===== src/rtl/nth_root_bisection_core_assert.svh =====
// Assertion macros for the nth root bisection core.
// Included by the top level; relies on nothing else.
`ifndef NTH_ROOT_BISECTION_CORE_ASSERT_SVH
`define NTH_ROOT_BISECTION_CORE_ASSERT_SVH

// Same-cycle implication, disabled while in reset.
`define NRB_ASSERT_NOW(label, clk, rst_n, ante, cons, msg) \
  label: assert property (@(posedge clk) disable iff (!rst_n) (ante) |-> (cons)) \
    else $error(msg);

// Next-cycle implication, disabled while in reset.
`define NRB_ASSERT_NEXT(label, clk, rst_n, ante, cons, msg) \
  label: assert property (@(posedge clk) disable iff (!rst_n) (ante) |=> (cons)) \
    else $error(msg);

`endif


===== src/rtl/nrb_pkg.sv =====
// Types and constants shared by the nth root bisection core.
// No dependencies.
`timescale 1ns / 1ps

package nrb_pkg;

  localparam int NRB_FRAC_BITS = 20;
  localparam int NRB_RAD_BITS  = 32;
  localparam int NRB_EXP_W     = 5;
  localparam int NRB_RADICAND_W = 32;
  localparam int NRB_OUT_W     = 52;
  // datapath width of the bracket, midpoint and power
  localparam int NRB_W         = NRB_RAD_BITS + NRB_FRAC_BITS;
  localparam int NRB_HALF_W    = (NRB_W + 1) / 2;
  localparam int NRB_PROD_W    = 2 * NRB_W;

  localparam logic [NRB_W-1:0] NRB_ONE = NRB_W'(1) << NRB_FRAC_BITS;

  typedef struct packed {
    logic [NRB_EXP_W-1:0]      exponent;
    logic [NRB_RADICAND_W-1:0] radicand;
  } nrb_in_t;

  typedef struct packed {
    logic [NRB_OUT_W-1:0] root_low;
    logic [NRB_OUT_W-1:0] root_high;
  } nrb_out_t;

  typedef enum logic [2:0] {
    S_IDLE,
    S_CHECK,
    S_POW,
    S_MUL,
    S_DECIDE,
    S_DONE
  } nrb_state_t;

  typedef struct packed {
    logic busy;
    logic done;
  } nrb_mul_sts_t;

endpackage


===== src/rtl/nrb_fxmul.sv =====
// Multi-cycle unsigned multiplier: four half-width partial products, one per cycle.
// Depends on nrb_pkg.
`timescale 1ns / 1ps

module nrb_fxmul (
  input  logic                         clk,
  input  logic                         rst_n,
  input  logic                         start,
  input  logic [nrb_pkg::NRB_W-1:0]    a,
  input  logic [nrb_pkg::NRB_W-1:0]    b,
  output logic [nrb_pkg::NRB_PROD_W-1:0] product,
  output nrb_pkg::nrb_mul_sts_t        sts
);
  import nrb_pkg::*;

  logic                  busy_r, busy_nxt;
  logic                  done_r, done_nxt;
  logic [1:0]            part_r, part_nxt;
  logic [NRB_PROD_W-1:0] acc_r, acc_nxt;

  logic [NRB_HALF_W-1:0]   a_sel, b_sel;
  logic [2*NRB_HALF_W-1:0] pp;
  logic [NRB_PROD_W-1:0]   pp_ext, pp_shift;

  // part[1] picks the half of a, part[0] the half of b
  assign a_sel = part_r[1] ? NRB_HALF_W'(a[NRB_W-1:NRB_HALF_W]) : a[NRB_HALF_W-1:0];
  assign b_sel = part_r[0] ? NRB_HALF_W'(b[NRB_W-1:NRB_HALF_W]) : b[NRB_HALF_W-1:0];
  assign pp     = a_sel * b_sel;
  assign pp_ext = NRB_PROD_W'(pp);

  always_comb begin
    case (part_r)
      2'd0:    pp_shift = pp_ext;
      2'd1:    pp_shift = pp_ext << NRB_HALF_W;
      2'd2:    pp_shift = pp_ext << NRB_HALF_W;
      2'd3:    pp_shift = pp_ext << (2 * NRB_HALF_W);
      default: pp_shift = pp_ext;
    endcase
  end

  always_comb begin
    busy_nxt = busy_r;
    done_nxt = 1'b0;
    part_nxt = part_r;
    acc_nxt  = acc_r;
    if (busy_r) begin
      acc_nxt  = acc_r + pp_shift;
      part_nxt = part_r + 2'd1;
      if (part_r == 2'd3) begin
        busy_nxt = 1'b0;
        done_nxt = 1'b1;
      end
    end else if (start) begin
      busy_nxt = 1'b1;
      part_nxt = 2'd0;
      acc_nxt  = '0;
    end
  end

  always_ff @(posedge clk) begin
    if (!rst_n) begin
      busy_r <= 1'b0;
      done_r <= 1'b0;
    end else begin
      busy_r <= busy_nxt;
      done_r <= done_nxt;
    end
    part_r <= part_nxt;
    acc_r  <= acc_nxt;
  end

  assign product  = acc_r;
  assign sts.busy = busy_r;
  assign sts.done = done_r;

endmodule


===== src/rtl/nth_root_bisection_core.sv =====
// Nth root bisection core: top level, sequencer and bracket registers.
// Depends on nrb_pkg, nrb_fxmul and nth_root_bisection_core_assert.svh.
//
// Usage:
//   in_valid/in_ready/in_data carry one word {exponent, radicand}. Exponents
//   above MAX_EXP are treated as MAX_EXP. The core returns one word
//   {root_low, root_high} on out_valid/out_ready: the Q32.20 bracket around
//   the real nth root, narrowed until it is at most one lsb wide.
//   One word is processed at a time; in_ready is high only while idle.
//   Every bisection step runs k multiplies (k <= exponent, fewer when
//   the power saturates above the radicand). The bracket starts
//   [1.0, radicand] so there are up to 52 steps. The shared
//   partial-product multiplier sets the step time. Radicand 0 or 1
//   returns without a bisection step.
//   The result sits in an output register; a new word is accepted while it
//   waits, and the finished bracket of that next word holds until the
//   output register frees up.
//   Reset (rst_n low, synchronous) returns to idle and drops out_valid.
`timescale 1ns / 1ps
`include "nth_root_bisection_core_assert.svh"

module nth_root_bisection_core #(
  parameter int MAX_EXP = 16
) (
  input  logic             clk,
  input  logic             rst_n,
  input  logic             in_valid,
  output logic             in_ready,
  input  nrb_pkg::nrb_in_t  in_data,
  output logic             out_valid,
  input  logic             out_ready,
  output nrb_pkg::nrb_out_t out_data
);
  import nrb_pkg::*;

  localparam logic [NRB_EXP_W-1:0] EXP_CAP = NRB_EXP_W'(MAX_EXP);
  localparam int QW = NRB_PROD_W - NRB_FRAC_BITS;

  nrb_state_t state_r, state_nxt;
  logic [NRB_W-1:0] lo_r, lo_nxt;
  logic [NRB_W-1:0] hi_r, hi_nxt;
  logic [NRB_W-1:0] tgt_r, tgt_nxt;
  logic [NRB_W-1:0] mid_r, mid_nxt;
  logic [NRB_W-1:0] acc_r, acc_nxt;
  logic [NRB_EXP_W-1:0] n_r, n_nxt;
  logic [NRB_EXP_W-1:0] cnt_r, cnt_nxt;
  logic     out_valid_r, out_valid_nxt;
  nrb_out_t out_r, out_nxt;

  logic                  mul_start;
  logic [NRB_PROD_W-1:0] product;
  nrb_mul_sts_t          mul_sts;

  logic [NRB_W-1:0] tgt_in;
  logic [NRB_W:0]   sum;
  logic [QW-1:0]    prod_q;

  nrb_fxmul u_mul (
    .clk     (clk),
    .rst_n   (rst_n),
    .start   (mul_start),
    .a       (acc_r),
    .b       (mid_r),
    .product (product),
    .sts     (mul_sts)
  );

  assign tgt_in = NRB_W'(in_data.radicand[NRB_RAD_BITS-1:0]) << NRB_FRAC_BITS;
  assign sum    = {1'b0, lo_r} + {1'b0, hi_r};
  assign prod_q = product[NRB_PROD_W-1:NRB_FRAC_BITS];

  assign in_ready  = (state_r == S_IDLE);
  assign out_valid = out_valid_r;
  assign out_data  = out_r;

  always_comb begin
    state_nxt     = state_r;
    lo_nxt        = lo_r;
    hi_nxt        = hi_r;
    tgt_nxt       = tgt_r;
    mid_nxt       = mid_r;
    acc_nxt       = acc_r;
    n_nxt         = n_r;
    cnt_nxt       = cnt_r;
    out_nxt       = out_r;
    out_valid_nxt = out_valid_r;
    mul_start     = 1'b0;
    if (out_valid_r && out_ready) out_valid_nxt = 1'b0;

    case (state_r)
      S_IDLE: begin
        if (in_valid) begin
          lo_nxt    = NRB_ONE;
          hi_nxt    = tgt_in;
          tgt_nxt   = tgt_in;
          n_nxt     = (in_data.exponent > EXP_CAP) ? EXP_CAP : in_data.exponent;
          state_nxt = S_CHECK;
        end
      end
      S_CHECK: begin
        // keep going while the bracket is wider than one lsb
        if ({1'b0, hi_r} > ({1'b0, lo_r} + (NRB_W + 1)'(1))) begin
          mid_nxt   = sum[NRB_W:1];
          acc_nxt   = NRB_ONE;
          cnt_nxt   = '0;
          state_nxt = S_POW;
        end else begin
          state_nxt = S_DONE;
        end
      end
      S_POW: begin
        if (cnt_r == n_r) begin
          state_nxt = S_DECIDE;
        end else begin
          mul_start = 1'b1;
          state_nxt = S_MUL;
        end
      end
      S_MUL: begin
        if (mul_sts.done) begin
          cnt_nxt = cnt_r + NRB_EXP_W'(1);
          // past the target: pin just above it and stop multiplying
          if (prod_q > QW'(tgt_r)) begin
            acc_nxt   = tgt_r + NRB_W'(1);
            state_nxt = S_DECIDE;
          end else begin
            acc_nxt   = prod_q[NRB_W-1:0];
            state_nxt = S_POW;
          end
        end
      end
      S_DECIDE: begin
        if (acc_r < tgt_r) lo_nxt = mid_r;
        else               hi_nxt = mid_r;
        state_nxt = S_CHECK;
      end
      S_DONE: begin
        if (!out_valid_r || out_ready) begin
          out_nxt.root_low  = NRB_OUT_W'(lo_r);
          out_nxt.root_high = NRB_OUT_W'(hi_r);
          out_valid_nxt     = 1'b1;
          state_nxt         = S_IDLE;
        end
      end
      default: state_nxt = S_IDLE;
    endcase
  end

  always_ff @(posedge clk) begin
    if (!rst_n) begin
      state_r     <= S_IDLE;
      out_valid_r <= 1'b0;
    end else begin
      state_r     <= state_nxt;
      out_valid_r <= out_valid_nxt;
    end
    lo_r  <= lo_nxt;
    hi_r  <= hi_nxt;
    tgt_r <= tgt_nxt;
    mid_r <= mid_nxt;
    acc_r <= acc_nxt;
    n_r   <= n_nxt;
    cnt_r <= cnt_nxt;
    out_r <= out_nxt;
  end

  `NRB_ASSERT_NEXT(a_busy_after_accept, clk, rst_n, in_valid && in_ready, !in_ready,
    "core still ready right after taking a word")
  `NRB_ASSERT_NOW(a_mid_inside, clk, rst_n, state_r == S_POW,
    (lo_r < mid_r) && (mid_r < hi_r), "midpoint outside the bracket")
  `NRB_ASSERT_NOW(a_cnt_bound, clk, rst_n, (state_r == S_POW) || (state_r == S_MUL),
    cnt_r <= n_r, "multiply count past the exponent")
  `NRB_ASSERT_NOW(a_mul_idle_start, clk, rst_n, mul_start,
    !mul_sts.busy && !mul_sts.done, "multiplier started while in use")

endmodule

===== config.mk =====
export PLATFORM = sky130hd
export DESIGN_NAME = nth_root_bisection_core
export DESIGN_NICKNAME = d
export VERILOG_FILES = /design/src/rtl/nrb_pkg.sv /design/src/rtl/nrb_fxmul.sv /design/src/rtl/nth_root_bisection_core.sv
export VERILOG_INCLUDE_DIRS = /design/src /design/src/rtl
export SDC_FILE = /design/constraint.sdc
export NUM_CORES = 2
export LEC_CHECK = 0
export BUFFER_PORTS_ARGS = -buffer_cell sky130_fd_sc_hd__buf_2
export CAP_MARGIN = 20
export CORE_MARGIN = 2
export CORE_UTILIZATION = 44
export DETAILED_ROUTE_END_ITERATION = 6
export GPL_ROUTABILITY_DRIVEN = 0
export HOLD_SLACK_MARGIN = 0.08
export PLACE_DENSITY = 0.67
export SLEW_MARGIN = 5
export SYNTH_ARGS = -nofsm -noshare
export SYNTH_HDL_FRONTEND = slang
export SYNTH_SLANG_ARGS = --single-unit

===== constraint.sdc =====
create_clock -name clk -period 18.9 [get_ports clk]
set_input_delay 0 -clock clk [delete_from_list [all_inputs] [get_ports clk]]
set_output_delay 0 -clock clk [all_outputs]
set_load 0.05 [all_outputs]

# --- Word-level counts from Yosys, hierarchy flattened ---
# Index checks and enable logic that the tools add are counted.
# Widths: inputs -> output; s select.
word_totals:
  reg_bits: 466
  inputBits: 41
  output_inout_bits: 106
  wordCells: 94
classes:
  add_sub_neg: 6
  mul: 1
  order_cmp: 4
  n_eq_ne: 15
  muxes: 36
  reduce_logical: 17
op_table:
  columns: ["op", "n"]
  rows:
  - ["$mux 52", 7]
  - ["$pmux 104 s3", 1]
  - ["$pmux 52 s2", 3]
  - ["$mux 104", 2]
  - ["$add 104x104->104", 1]
  - ["$gt 84x52->1", 1]
  - ["$add 52x1->53 const B", 1]
  - ["$add 52x52->53", 1]
  - ["$gt 52x53->1", 1]
  - ["$add 52x1->52 const B", 1]
  - ["$lt 52x52->1", 1]
  - ["$mul 26x26->52", 1]
  - ["$mux 26", 2]
  - ["$mux 3", 6]
  - ["$pmux 3 s6", 1]
  - ["$reduce_and 3->1", 4]
  - ["$mux 5", 2]
  - ["$ne 2x2->1 const B", 5]
  - ["$pmux 5 s2", 1]
  - ["$mux 1", 9]
  - ["$reduce_and 2->1", 4]
  - ["$eq 3x2->1 const B", 2]
  - ["$eq 3x3->1 const B", 2]
  - ["$reduce_bool 2->1", 3]
  - ["15 further kinds", 17]

# --- Logic depth before layout (Yosys ltp) ---
depth:
  word_depth: 5
  mapped_depth: 42
  depth_no_buf: 37

# --- By module ---
# From an unflattened synthesis, not the netlist that was laid out.
unflattened:
  cells_unflattened: 5512
  area_unflattened_um2: 52409.0
by_module_without_submodules:
  columns: ["module", "instances", "cells_each", "area_each_um2", "seq_area_each_um2"]
  rows:
  - ["nrb_fxmul", 1, 4002, 33603.5, 3223.1]
  - ["nth_root_bisection_core", 1, 1510, 18805.5, 10710.3]

# --- Worst setup path before layout ---
# No wires, ideal clock.
synth_timing:
  path_kind: "register to register"
  start: "reg u_mul.part_r[0]"
  end: "reg u_mul.acc_r[96] (netlist: u_mul.product[96]), data pin"
  setup_time_ns: 0.265
  t_arrival_ns: 10.152
  required_time_ns: 18.635
  path_slack_ns: 8.483
  stages_incl_launch_ff: 39
  n_path_buf: 5
  period_less_slack_ns: 10.417
  path_cell_list: "edfxtp_1 clkbuf_1 clkbuf_1 buf_1 mux2i_1 clkbuf_1 nor2_1 fa_1 fa_1 fa_1 fa_1 fa_1 fa_1 inv_1 fa_1 inv_1 ha_1 clkbuf_1 (+3 left out) nand2b_1 a21o_1 a21o_1 or2_2 a221oi_1 xor2_1 o22ai_1 ha_1 nand4_1 or2_2 o221ai_1 a211oi_1 o41ai_1 a21o_1 a21oi_1 o21ai_0 a211oi_1 mux2i_1"
synth_between:
  elab_chain_len: 5
  elab_cells_between_ends: 10
  cone_classes: "1 x add/sub; 1 x mul; 3 x eq/ne; 3 x mux; 2 x reduce/logical"
synth_rtl:
  columns: ["element", "line", "rtl"]
  rows:
  - ["from (decl)", "nrb_fxmul.sv:18", "logic [1:0] part_r, part_nxt;"]
  - ["from (signal assigned)", "nrb_fxmul.sv:68", "part_r <= part_nxt;"]
  - ["$mux 26, or another cell as far along", "nrb_fxmul.sv:27", "assign b_sel = part_r[0] ? NRB_HALF_W'(b[NRB_W-1:NRB_HALF_W]) : b[NRB_HALF_W-1:0];"]
  - ["$mul 26x26->52 or $reduce_or 2->1 (tied branches)", null, null]
  - ["$pmux 104 s3 (*)", "nrb_fxmul.sv:32", "case (part_r)"]
  - ["$add 104x104->104 (*)", "nrb_fxmul.sv:47", "acc_nxt = acc_r + pp_shift;"]
  - ["$mux 104 (*)", "nrb_fxmul.sv:46", "if (busy_r) begin"]
  - ["to (signal assigned)", "nrb_fxmul.sv:69", "acc_r <= acc_nxt;"]
  - ["to (decl)", "nrb_fxmul.sv:19", "logic [NRB_PROD_W-1:0] acc_r, acc_nxt;"]
# Every way passes the cells marked *; elsewhere a longest branch is shown, timed or not.
# A chain may end at the register's enable or synchronous reset.

# --- Worst setup path in the final report ---
# Same ends and word-level chain as after synthesis.

==> reports/results.tsv <==
metric	value	unit
syn_area_per_cell	9.37	um2
insertion_delay	0.64	ns
arrival	12.83	ns
cts_made_buffers	48	
critPathKind	reg -> reg	
core	0.118	mm2
synth_seq_cells	466	
cts_tree	yes	
drt.antenna.violating_nets	0	
crit_required	19.29	ns
worst_slew_margin_rel	21.2	%
cts.path.max_buffers	3	
fin_crit	12.44	ns
gr-usage-all-layers	27.6	%
port_buffers	146	
seq_area_frac_synth	26.5	%
syn_area	0.0525	mm2
critPathLaunchType	flop	
clkSinkCount	466	
post-route-period-util	65.8	%
clkTransAtPathRegs	0.06	ns
end_kind	flop	
status	finished clean	
final_cell_mix	inv_1 (744), nor2_1 (689), fa_1 (576), nand2_1 (566), ha_1 (465)	
cts_max_level	2	
rsz0062_at_grt	false	
critPathMaxStageDelay	0.83	ns
die-area	0.122	mm2
ys_warn_count	0	
final_common_cell	inv_1	
synth_nets	6688	
drv_slew	0	
fin_util	48.1	%
cp_common_cell	fa_1	
synth_cells	5606	
root_buffer	clkbuf_16	
final_hold_viol_count	0	
crit_family	adder cells	
crit_fanout	38	
tightest_slew	1.15	ns
cp_slowest_cell	mux2i_1	
worstHoldStart	in_data[28]	
worstHoldPathType	in -> reg	
grt-ovfl-total	0	
vias	43000	
hold_ws	0.158	ns
drtIter0Drc	4513	
wl	168000	um
synth_async_sr_flop_share	0	%
die_w	349	um
r2r_slack	6.46	ns
drive_gt1_share	7.00	%
area_delta_synth_final	8.33	%
viasPerCell	5.94	
worstReg2RegStart	u_mul.part_r[0]	
grt_max_degree	83	
finalSetupTns	0	ns
synth_edf_count	460	
die_height	349	um
skew	0.0393	ns
num-fill-cells	11100	
max-cap-violations	0	
hpwl	132000	um
synth_cell_types	81	
setup_violations	0	
cp-startpoint	u_mul.part_r[0]	
antenna_found_initial	2	
grt_pass1_vias	42400	
max_freq	80.4	MHz
rows	126	
synthFlopType	edfxtp_1	
grt_pass1_wl	257000	um
wire_per_inst	23.3	um
pin_count	147	
floorplan.initialDensity	44.4	%
postCtsResizedCells	0	
fin_nets	6750	
drc	0	
cp_num_buf_inv	5	
dr.pass1.iters	6	
## synthesized netlist by cell type, types with 6 or more instances
cell,instances,area [um2]
a211o_1,7,61.3
a211oi_1,20,150
a21boi_0,12,90.1
a21o_1,201,1510
a21oi_1,292,1460
a221oi_1,15,131
a22o_1,14,123
a22oi_1,6,45.0
a31o_2,7,61.3
a31oi_1,23,144
and2_1,53,332
and3_1,106,663
and4_1,12,105
clkbuf_1,239,897
dfxtp_1,6,120
edfxtp_1,460,13800
fa_1,576,11500
ha_1,465,5820
inv_1,745,2800
mux2_2,49,552
mux2i_1,62,621
nand2_1,567,2130
nand2b_1,29,181
nand3_1,66,330
nand4_1,97,607
nor2_1,691,2590
nor2b_1,33,206
nor3_1,51,255
nor3b_1,6,45.0
nor4_1,28,175
o211ai_1,15,113
o21a_1,34,255
o21ai_0,175,876
o21ai_1,6,30.0
o21bai_1,54,405
o22ai_1,15,93.8
o31a_1,7,61.3
o31ai_1,17,128
or2_2,20,125
or3_1,13,81.3
xnor2_1,125,1090
xor2_1,109,955
## routing by layer
metal / up-vias / GRT usage [%] / wire length (um)
li1: 19000 / - / -
met1: 21000 / 37.2 / 66400
met2: 2492 / 41.7 / 72700
met3: 518 / 6.21 / 18700
met4: 4 / 14.1 / 10500
met5: - / 0 / 25
## flip-flops by register name (all words and copies together) (netlist names)
register / cells
out_data: 104
cnt_r: 5
mid_r: 52
out_valid: 1
u_mul.done_r: 1
state_r: 3
lo_r: 52
acc_r: 52
u_mul.product: 104
n_r: 5
u_mul.busy_r: 1
tgt_r: 32
hi_r: 52
u_mul.part_r: 2
## final cells by class
type	instances	area, um2	share of cell area (%)
multi-input cells	4151	35000	61.4
diodes	1	2.50	0.00440
repair buffers	255	1680	2.95
inverters	746	2800	4.92
flip-flops and latches	466	13900	24.5
well taps	1536	1920	3.38
clock inverters	27	335	0.589
clock buffers	56	1260	2.22
## worst register-to-register path: cells and delay by family, from the launching register on
family | cells | cell delay, ns
compound gates | 16 | 4.46
mux | 2 | 0.99
flops | 1 | 0.57
xor+xnor | 1 | 0.63
simple gates | 2 | 0.26
buf+inv | 5 | 0.80
fa+ha+maj | 9 | 4.47
## through the flow
step	area, um2	setup WS [ns]	cells
after detailed placement	54900	6.89	7112
after global placement	54800	6.85	7110
after global routing	56900	6.01	7237
after floorplan	52500	8.48	5606
after CTS	56900	6.85	7236
final	56900	6.46	7238
## logic make-up after synthesis
family / synth area share, %
adder cells (fa/ha/maj): 33.0
multiplexers: 2.23
flip-flops: 26.5
AND/OR/NAND/NOR: 15.1
buffers and inverters: 7.07
XOR/XNOR: 3.95
AO/OA/AOI/OAI: 12.0
## final timing paths
path	end	cells past startpoint
worst max-delay path	u_mul.product[96]	35
worst min-delay path	tgt_r[48]	2
worst max register to register	u_mul.product[96]	35
worst min register to register	out_data[0]	0
## repair_timing
action / in CTS / in global routing
hold buffers: 41 / 0
setup buffers: 0 / 0
hold endpoints to repair: 75 / 0
Power is not shown: default switching activity piles up to over one toggle a cycle in this logic, so the estimate is an artifact.
